[src/rtl/assert_macros.svh]
// Assertion macros for the RTL of the markdown token scanner.
// Depends on nothing; each macro expects a clock named clk and a reset named arst_n.
`ifndef ASSERT_MACROS_SVH
`define ASSERT_MACROS_SVH

// Checks a property on every rising clock edge outside reset.
`define ASSERT_CLK(label, prop, msg) \
	label: assert property (@(posedge clk) disable iff (!arst_n) (prop)) else $error(msg);

// Checks that a condition implies a property on the next clock edge.
`define ASSERT_NEXT(label, cond, prop, msg) \
	label: assert property (@(posedge clk) disable iff (!arst_n) (cond) |=> (prop)) \
		else $error(msg);

`endif

[src/rtl/mdts_pkg.sv]
// Package for the markdown token scanner: scan phase and line state codes, token kinds,
// character constants and the queued token type. No dependencies.
`timescale 1ns / 1ps

package mdts_pkg;

	localparam int TOKEN_W = 32;

	// Scan phase codes.
	localparam logic [2:0] PH_IDLE   = 3'd0;
	localparam logic [2:0] PH_HASH   = 3'd1;
	localparam logic [2:0] PH_TEXT   = 3'd2;
	localparam logic [2:0] PH_TICK1  = 3'd3;
	localparam logic [2:0] PH_TICK2  = 3'd4;
	localparam logic [2:0] PH_INLINE = 3'd5;
	localparam logic [2:0] PH_BLOCK  = 3'd6;

	// Line state codes.
	localparam logic [1:0] LS_START   = 2'd0;
	localparam logic [1:0] LS_BULLET  = 2'd1;
	localparam logic [1:0] LS_HEADING = 2'd2;

	typedef enum logic [1:0] {
		KIND_DEFAULT = 2'd0,
		KIND_PUNCT   = 2'd1,
		KIND_CODE    = 2'd2,
		KIND_TITLE   = 2'd3
	} kind_t;

	localparam logic [7:0] CH_TICK    = 8'h60;
	localparam logic [7:0] CH_HASH    = 8'h23;
	localparam logic [7:0] CH_STAR    = 8'h2A;
	localparam logic [7:0] CH_PLUS    = 8'h2B;
	localparam logic [7:0] CH_MINUS   = 8'h2D;
	localparam logic [7:0] CH_NEWLINE = 8'h0A;
	localparam logic [7:0] CH_SPACE   = 8'h20;
	localparam logic [7:0] CH_TAB     = 8'h09;
	localparam logic [7:0] CH_CR      = 8'h0D;

	typedef struct packed {
		logic [TOKEN_W-1:0] start;
		logic [TOKEN_W-1:0] stop;
		kind_t              kind;
		logic               last;
	} token_t;

	function automatic logic is_space(input logic [7:0] c);
		return (c == CH_SPACE) || ((c >= CH_TAB) && (c <= CH_CR));
	endfunction

endpackage

[src/rtl/markdown_token_scanner.sv]
// Markdown token scanner top level: byte-wise scan state and a four-entry token queue.
// Depends on mdts_pkg and assert_macros.svh.
`timescale 1ns / 1ps

// The scanner takes one input transfer per clock cycle while s_tready is
// high: a text byte or an end-of-buffer marker. The scan state is updated
// in the cycle of the transfer and the resulting tokens (none, one or two)
// are written into a four-entry token queue, from which one token per cycle
// leaves on the master side while m_tready is high; the last token caused
// by an input transfer carries tlast. Input is taken whenever the queue has
// room for two tokens, so with the master side ready the block sustains one
// byte per cycle until bytes that cause two tokens fill the queue. A token
// leaves the registered queue once the tokens written before it have left.
module markdown_token_scanner
	import mdts_pkg::*;
#(
	parameter int POSITION_WIDTH = 32
) (
	input  logic                 clk,
	input  logic                 arst_n,
	input  logic                 s_tvalid,
	output logic                 s_tready,
	input  logic [7:0]           s_tdata,  // [7:0] text_byte
	input  logic [0:0]           s_tuser,  // [0] mode
	output logic                 m_tvalid,
	input  logic                 m_tready,
	output logic [2*TOKEN_W-1:0] m_tdata,  // [31:0] token_start, [63:32] token_end
	output logic [1:0]           m_tuser,  // [1:0] token_kind
	output logic                 m_tlast   // last_of_run
);
`include "assert_macros.svh"

	localparam int DEPTH = 4;
	localparam int PTR_W = 2;
	localparam int CNT_W = 3;

	logic [1:0]                line_q, line_nxt;
	logic [2:0]                phase_q, phase_nxt;
	logic [POSITION_WIDTH-1:0] start_q, start_nxt;
	logic [POSITION_WIDTH-1:0] off_q, off_nxt;
	logic [1:0]                hist_q, hist_nxt;

	token_t                    queue_q [DEPTH];
	logic [PTR_W-1:0]          wr_ptr_q, rd_ptr_q;
	logic [CNT_W-1:0]          cnt_q;

	logic                      in_fire, out_fire;
	logic                      mode;
	logic [7:0]                c;
	logic [POSITION_WIDTH-1:0] next_pos;
	logic                      tok_a_vld, tok_b_vld, run_idle;
	token_t                    tok_a, tok_b, push_first, push_second;
	logic [1:0]                n_push;
	kind_t                     text_kind;

	assign in_fire  = s_tvalid && s_tready;
	assign out_fire = m_tvalid && m_tready;
	assign s_tready = (cnt_q <= CNT_W'(DEPTH - 2));
	assign mode     = s_tuser[0];
	assign c        = s_tdata;
	assign next_pos = off_q + POSITION_WIDTH'(1);
	assign text_kind = (line_q == LS_HEADING) ? KIND_TITLE : KIND_DEFAULT;

	// Scan state update. Token a closes the open token; token b is a bullet
	// raised when the byte starts afresh from the idle phase.
	always_comb begin
		line_nxt  = line_q;
		phase_nxt = phase_q;
		start_nxt = start_q;
		hist_nxt  = hist_q;
		off_nxt   = next_pos;
		tok_a_vld = 1'b0;
		tok_b_vld = 1'b0;
		run_idle  = 1'b0;
		tok_a     = '{start: TOKEN_W'(start_q), stop: TOKEN_W'(off_q), kind: KIND_CODE, last: 1'b1};
		tok_b     = '{start: TOKEN_W'(off_q), stop: TOKEN_W'(next_pos), kind: KIND_PUNCT,
			last: 1'b1};
		if (mode) begin
			unique case (phase_q)
				PH_HASH: begin
					tok_a_vld  = 1'b1;
					tok_a.kind = KIND_PUNCT;
				end
				PH_TEXT: begin
					tok_a_vld  = 1'b1;
					tok_a.kind = text_kind;
				end
				PH_TICK1, PH_TICK2, PH_INLINE, PH_BLOCK: begin
					tok_a_vld = 1'b1;
				end
				default: begin
				end
			endcase
			line_nxt  = LS_START;
			phase_nxt = PH_IDLE;
			start_nxt = '0;
			off_nxt   = '0;
			hist_nxt  = '0;
		end else begin
			unique case (phase_q)
				PH_HASH: begin
					if (c != CH_HASH) begin
						tok_a_vld  = 1'b1;
						tok_a.kind = KIND_PUNCT;
						run_idle   = 1'b1;
					end
				end
				PH_TEXT: begin
					if (c == CH_NEWLINE || c == CH_TICK) begin
						tok_a_vld  = 1'b1;
						tok_a.kind = text_kind;
						run_idle   = 1'b1;
					end
				end
				PH_TICK1: begin
					phase_nxt = (c == CH_TICK) ? PH_TICK2 : PH_INLINE;
				end
				PH_TICK2: begin
					if (c == CH_TICK) begin
						phase_nxt = PH_BLOCK;
						hist_nxt  = '0;
					end else begin
						tok_a_vld = 1'b1;
						run_idle  = 1'b1;
					end
				end
				PH_INLINE: begin
					if (c == CH_TICK) begin
						tok_a_vld  = 1'b1;
						tok_a.stop = TOKEN_W'(next_pos);
						phase_nxt  = PH_IDLE;
					end
				end
				PH_BLOCK: begin
					if (c == CH_TICK) begin
						if (hist_q >= 2'd2) begin
							tok_a_vld  = 1'b1;
							tok_a.stop = TOKEN_W'(next_pos);
							phase_nxt  = PH_IDLE;
							hist_nxt   = '0;
						end else begin
							hist_nxt = hist_q + 2'd1;
						end
					end else begin
						hist_nxt = '0;
					end
				end
				default: begin
					run_idle = 1'b1;
				end
			endcase

			// A byte that starts afresh from the idle phase.
			if (run_idle) begin
				phase_nxt = PH_IDLE;
				priority if (is_space(c)) begin
					if (c == CH_NEWLINE) begin
						line_nxt = LS_START;
					end
				end else if (line_q == LS_START &&
						(c == CH_STAR || c == CH_PLUS || c == CH_MINUS)) begin
					tok_b_vld = 1'b1;
					line_nxt  = LS_BULLET;
				end else begin
					start_nxt = off_q;
					if (line_q == LS_START && c == CH_HASH) begin
						line_nxt  = LS_HEADING;
						phase_nxt = PH_HASH;
					end else if (c == CH_TICK) begin
						phase_nxt = PH_TICK1;
					end else begin
						phase_nxt = PH_TEXT;
					end
				end
			end
		end
	end

	// Order the tokens of this transfer; only the final one carries last.
	always_comb begin
		push_first       = tok_a_vld ? tok_a : tok_b;
		push_first.last  = !(tok_a_vld && tok_b_vld);
		push_second      = tok_b;
		n_push           = in_fire ? (2'(tok_a_vld) + 2'(tok_b_vld)) : 2'd0;
	end

	always_ff @(posedge clk or negedge arst_n) begin
		if (!arst_n) begin
			line_q   <= LS_START;
			phase_q  <= PH_IDLE;
			start_q  <= '0;
			off_q    <= '0;
			hist_q   <= '0;
			wr_ptr_q <= '0;
			rd_ptr_q <= '0;
			cnt_q    <= '0;
		end else begin
			if (in_fire) begin
				line_q  <= line_nxt;
				phase_q <= phase_nxt;
				start_q <= start_nxt;
				off_q   <= off_nxt;
				hist_q  <= hist_nxt;
			end
			wr_ptr_q <= wr_ptr_q + PTR_W'(n_push);
			if (out_fire) begin
				rd_ptr_q <= rd_ptr_q + PTR_W'(1);
			end
			cnt_q <= cnt_q + CNT_W'(n_push) - CNT_W'(out_fire);
		end
	end

	// Queue storage carries payload only.
	always_ff @(posedge clk) begin
		if (n_push != 2'd0) begin
			queue_q[wr_ptr_q] <= push_first;
		end
		if (n_push == 2'd2) begin
			queue_q[wr_ptr_q + PTR_W'(1)] <= push_second;
		end
	end

	assign m_tvalid = (cnt_q != '0);
	assign m_tdata  = {queue_q[rd_ptr_q].stop, queue_q[rd_ptr_q].start};
	assign m_tuser  = queue_q[rd_ptr_q].kind;
	assign m_tlast  = queue_q[rd_ptr_q].last;

	`ASSERT_CLK(a_queue_bound, cnt_q <= CNT_W'(DEPTH), "token queue overflow")
	`ASSERT_CLK(a_hist_in_block, (hist_q == 2'd0) || (phase_q == PH_BLOCK),
		"backtick history set outside block code")
	`ASSERT_NEXT(a_flush_resets, in_fire && mode,
		(phase_q == PH_IDLE) && (off_q == '0) && (line_q == LS_START),
		"end of buffer did not return the scanner to reset")
	`ASSERT_NEXT(a_pop_only, out_fire && (n_push == 2'd0), cnt_q == $past(cnt_q) - CNT_W'(1),
		"queue count wrong after a lone output transfer")

endmodule

[config.mk]
export PLATFORM = sky130hd
export DESIGN_NAME = markdown_token_scanner
export DESIGN_NICKNAME = d
export VERILOG_FILES = /design/src/rtl/mdts_pkg.sv /design/src/rtl/markdown_token_scanner.sv
export VERILOG_INCLUDE_DIRS = /design/src /design/src/rtl
export SDC_FILE = /design/constraint.sdc
export NUM_CORES = 1
export LEC_CHECK = 0
export BUFFER_PORTS_ARGS = -buffer_cell sky130_fd_sc_hd__buf_4
export CAP_MARGIN = 20
export CORE_MARGIN = 1
export CORE_UTILIZATION = 37
export CTS_BUF_LIST = sky130_fd_sc_hd__clkbuf_2 sky130_fd_sc_hd__clkbuf_4 sky130_fd_sc_hd__clkbuf_8
export CTS_CLUSTER_SIZE = 28
export DETAILED_ROUTE_END_ITERATION = 7
export GPL_TIMING_DRIVEN = 0
export PLACE_DENSITY = 0.5
export SETUP_SLACK_MARGIN = 0.05
export SYNTH_ARGS = -nofsm -noshare
export SYNTH_HDL_FRONTEND = slang
export SYNTH_SLANG_ARGS = --single-unit
[constraint.sdc]
create_clock -name clk -period 9.65 [get_ports clk]
set_clock_uncertainty 0.05 [all_clocks]
set_input_delay 0.965 -clock clk [delete_from_list [all_inputs] [get_ports clk]]
set_output_delay 0.965 -clock clk [all_outputs]
set_load 0.05 [all_outputs]
== Yosys cells after proc, flatten, opt, wreduce, memory -nomap -nowiden ==
Memory sizes are Yosys's and may differ from the RTL's.
Cells that the tools add are included.

* Bits in latches: 0
* Memories: 1
* Flip-flop bits (word level): 78
* ROM bits: 0
* Logic and storage cells: 129
* Bits in writable memories: 268
* Output and inout port bits: 69

* Equal/unequal tests: 24
* $add $sub $neg: 8
* Order comparisons: 4
* Divide/modulo/power cells: 0
* $mul: 0
* Shift operators: 0
* Mux-type cells: 60
* Bitwise logic cells: 0
* Reductions and logical operators: 24

{| class="wikitable"
|+ Memories
! name !! words !! bits a word !! rd ports !! clocked after memory_dff !! write ports !! line !! source
|-
| queue_q || 4 || 67 || 1 || 0 || 2 || markdown_token_scanner.sv:43 || <nowiki>token_t queue_q [DEPTH];</nowiki>
|}

{| class="wikitable"
|+ Operator list
! cell !! count
|-
| two-way mux 32 bit || 9
|-
| two-way mux 67 bit || 1
|-
| case mux 32 bit (2 select lines) || 1
|-
| equality test 8 x 6 -> 1 bit (second input constant) || 5
|-
| adder 32 x 1 -> 32 bit (second input constant) || 1
|-
| two-way mux 2 bit || 15
|-
| two-way mux 3 bit || 9
|-
| two-way mux 1 bit || 19
|-
| inequality test 4 bit (second input constant) || 4
|-
| case mux 2 bit (2 select lines) || 3
|-
| case mux 3 bit (4 select lines) || 1
|-
| equality test 3 bit (second input constant) || 3
|-
| equality test 8 x 4 -> 1 bit (second input constant) || 1
|-
| equality test 8 x 7 -> 1 bit (second input constant) || 1
|-
| greater-or-equal comparator 8 x 4 -> 1 bit (second input constant) || 1
|-
| <= comparator 8 x 4 -> 1 bit (second input constant) || 1
|-
| inequality test 8 x 6 -> 1 bit (second input constant) || 1
|-
| AND reduction 4 bit || 2
|-
| adder 2 x 1 -> 2 bit (second input constant) || 3
|-
| equality test 3 x 2 -> 1 bit (second input constant) || 2
|-
| logical AND 1 bit || 6
|-
| inequality test 3 bit (second input constant) || 2
|-
| AND reduction 6 bit || 1
|-
| nonzero test 3 bit || 2
|-
| other kinds (20) || 26
|}

== Longest topological paths before layout ==
* Word-level depth: 13
* Depth in mapped cells: 17
* Depth with buffers taken out: 14

== Worst setup path after synthesis ==
OpenSTA, ideal clock, no wires.

* Path type: in2reg
* From: in s_tdata[0]
* To: mem queue_q[2][18] (netlist bit), data pin
* Buffers on the path: 5
* Required time: 9.451 ns
* Library setup time: 0.149 ns
* Data arrival time: 5.447 ns
* Path slack: 4.004 ns
* Stages on the path: 17
* Cells stage by stage: or4_4 > a211oi_1 > or2_2 > buf_2 > o21ai_2 > inv_2 > buf_4 > ha_1 > clkbuf_1 > nand3b_1 > or3_1 > clkbuf_1 > and2_1 > clkbuf_1 > inv_1 > o21ai_0 > nor2_1

{| class="wikitable"
|+ RTL lines
! item !! line !! source
|-
| start: declaration || markdown_token_scanner.sv:23 || <nowiki>input logic [7:0] s_tdata,</nowiki>
|-
| end: declaration || markdown_token_scanner.sv:43 ||
|}

==> impl_summary.log <==
[metrics] cell leakage power: 0.00710 uW
[metrics] transition at the pin with the smallest max-transition slack: 1.16 ns
[metrics] Routed WL per cell: 26.8 um
[metrics] Detail Route Antenna Nets: 0
[metrics] share of the clock period used by the worst path after layout: between 50% and 60%
[metrics] category of the worst setup path capture point: flop
[metrics] Syn Area/Cell: 12.4 um^2
[metrics] flip-flop cell with the highest count after synthesis: edfxtp_1
[metrics] Reg2Reg Setup Slack: 4.16 ns
[metrics] cell at the root of the clock tree: clkbuf_8
[metrics] Die Outline Area: 49000 um^2
[metrics] Synthesized Nets: around 1500
[metrics] maximum net fanout on the critical path: 10
[metrics] kind of path behind the tightest hold check: input port to asynchronous set/reset pin
[metrics] Yosys top cell area share: a little over two fifths
[metrics] number of buffers inserted by post-CTS setup repair: 0
[metrics] number of DRC violations after detailed-routing iteration 0: about 1200
[metrics] number of global-route vias before repair: 13400
[metrics] starting density of the core: 37.4%
[metrics] number of core rows: 80
[metrics] number of pins exceeding their max-slew limit in the final report: 0
[metrics] total vias in the final route: 13700
[metrics] most area-consuming cells after synthesis: edfxtp_1 (43%), dfrtp_1 (11%), mux4_2 (8.5%), a22o_1 (7.9%), a21oi_1 (3.3%)
[metrics] Die X-Extent: 221 um
[metrics] global-route wire length before repair: 88.4 mm
[metrics] Post-Synthesis Cell Area: 17800 um^2
[metrics] most used cell, CP: clkbuf_1
[metrics] fraction of the yosys area taken by sequential cells: 55.5%
[metrics] minimum clock period: 5.72 ns
[metrics] Max Root-Sink Buffers: 3
[metrics] number of storage elements in the synthesis netlist: 346
[metrics] leading area contributor after synthesis: edfxtp_1
[metrics] worst path setup slack after routing: 3.93 ns
[metrics] PwrDens: 266 nW/um^2
[metrics] gpl congestion: 0.875
[metrics] total net switching power: 2250 uW
[metrics] top-level I/O count: 82
[metrics] # nets final: approximately 1600
[metrics] category of the critical setup timing path: input port to flop
[metrics] clock input transition at the sequential cells of the worst setup and hold paths: around 0.060 ns
[metrics] Synth warnings: 0
[metrics] Max stage delay on crit path: 0.96 ns
[metrics] TritonCTS clock tree: done
[metrics] worst setup slack after placement: ~3.5 ns
[metrics] Total GRT Usage: 24.4%
[metrics] antenna violations before repair: 0
[metrics] most common cell in the synthesized netlist: edfxtp_1
[metrics] ANT cells: 0
[metrics] run status: completed
[metrics] Crit path required time: 10.12 ns
[metrics] count of mapped cells out of synthesis: 1434
[metrics] CTS H-tree lvls: 2
[metrics] max cap viols: 0
[metrics] Remaining DRCs: 0
[metrics] cts hold-fix bufs: 0
[metrics] final setup violating endpoints: 0
[metrics] DR vias/cell: 6.06
[metrics] Total Power Consumption: between 5000 and 6000 uW
[metrics] Cell variety after synth: 80
[metrics] EDFF count, synth: 256
[metrics] sequential group share of total power: 32.0%
[metrics] final number of hold-violating endpoints: 0
[metrics] Resized Gates After CTS: 0
[metrics] list of most frequent post-synthesis cells: edfxtp_1 (256), a22o_1 (161), a21oi_1 (119), clkbuf_1 (103), nand2_1 (89)
[metrics] maximum number of pins on one net before global-route repair: 56
[metrics] proportion of layout cells with a drive suffix above 1: 22.6%
[metrics] total global routing overflow: 0
[metrics] Final Routed Wirelength: 60.5 mm
[metrics] die outline height: 221 um
[metrics] half-perimeter wire length of the detailed placement result: 40.8 mm
[metrics] sort of element at the start of the critical path: input port
[metrics] TritonCTS Buffers: 60
[metrics] # clock sinks: 346
[metrics] clock group share of total power: 27.1%
[metrics] setup repair after global routing missed its margin: no
[metrics] Clock Latency Late Sink: 0.68 ns
[metrics] proportion of total power due to net switching: about 40%
[metrics] Initial DRT Pass Iterations: 7
[metrics] Critical Path, Cell by Cell: buf_4, nor3_1, a31o_2, nand3_2, o21ai_2, inv_2, buf_4, ha_1, clkbuf_1, o21bai_1, or2_2, clkbuf_1, o31ai_2, clkbuf_1, a22o_1
[metrics] share of total power in combinational logic: between 40% and 50%
[metrics] # port buffers: 81
[metrics] Internal Dissipation: 3260 uW
[metrics] upper clock frequency limit: 0.175 GHz
[metrics] Critical Path Slowest Stage Cell: o31ai_2
[metrics] share of synthesized flip-flops with an asynchronous set or reset: 22.5%
[metrics] Area Overhead vs Synth: 16.5%
[metrics] sum of negative setup slack: 0 ns
[metrics] relative slew slack: between 20% and 30%
[metrics] Max VDD drop: about 270 uV
[metrics] arrival time reported for the critical path endpoint: 6.19 ns
[metrics] area inside the core boundary: 47600 um^2
-- area by class of cell --
type | instances | area [um^2]
plain buffers | 172 | 729
clock buffers | 83 | 1090
clock inverters | 31 | 254
fillers | 4483 | 26900
inverters | 24 | 100
multi-input cells | 892 | 7110
flip-flops and latches | 346 | 9880
well taps | 615 | 769
repair buffers | 92 | 813
-- power groups by stage --
stage          sequential (uW)  combinational, uW  clock, uW
2_1_floorplan             1770               1540          0
3_3_place_gp              1790               2220          0
3_5_place_dp              1790               2250          0
4_1_cts                   1760               2260       1520
5_1_grt                   1770               2360       1580
6_report                  1760               2250       1490
-- per-stage QoR --
step                      std cells  cell area (um^2)  util, %  hold WS [ns]
after floorplan                1434             17800        -         0.370
final                          2255             20700     43.5         0.185
after global placement         2130             19200     40.3         0.384
after detailed placement       2138             19400     40.6         0.396
after global routing           2255             20700     43.5         0.187
after CTS                      2252             20700     43.5         0.153
-- cells in the final DEF (no fill, tap or decap), types with 31 or more instances in the layout --
master	count
edfxtp_1	256
clkbuf_8	75
clkbuf_1	103
o21ai_0	62
a21oi_1	119
a22o_1	161
a31oi_1	31
buf_4	87
nand2_1	89
nor2_1	55
dfrtp_1	78
buf_2	53
mux4_2	67
a311oi_1	62
-- layer usage --
layer / GRT usage [%] / part of all wire (%)
met5: 0 / 0
met4: 7.94 / 2.3
met3: 3.72 / 6.7
met2: 39.8 / 47
met1: 33.5 / 43
-- worst paths after layout --
check	from	end	cells past startpoint
worst max register to register	phase_q[1]	queue_q[2][64]	15
worst min-delay path	arst_n	rd_ptr_q[1]	1
worst max-delay path	s_tdata[4]	queue_q[2][64]	15
max in group asynchronous	arst_n	start_q[6]	2
min in group clk	queue_q[3][2]	queue_q[3][2]	2
worst min register to register	queue_q[3][2]	queue_q[3][2]	2
-- registers in the layout, indices dropped and copies added, names as in the netlist --
name / count
line_q: 2
hist_q: 2
wr_ptr_q: 2
start_q: 32
rd_ptr_q: 2
queue_q: 268
off_q: 32
cnt_q: 3
phase_q: 3
-- cell families after synthesis --
family	synth area share, %
xor gates and xnor gates	0.639
AOI/OAI and AO/OA	20.7
muxes	9.93
DFF	55.5
buffers and inverters	4.60
and+or+nand+nor	8.14
adders and majority gates	0.534
-- critical path, delay by kind of cell --
family,cells,cell delay (ns)
and+or+nand+nor,3,0.98
buffers and inverters,6,1.69
adders and majority gates,1,0.28
AOI/OAI and AO/OA,5,2.25
Note: power is estimated with default switching activity, not from simulation.
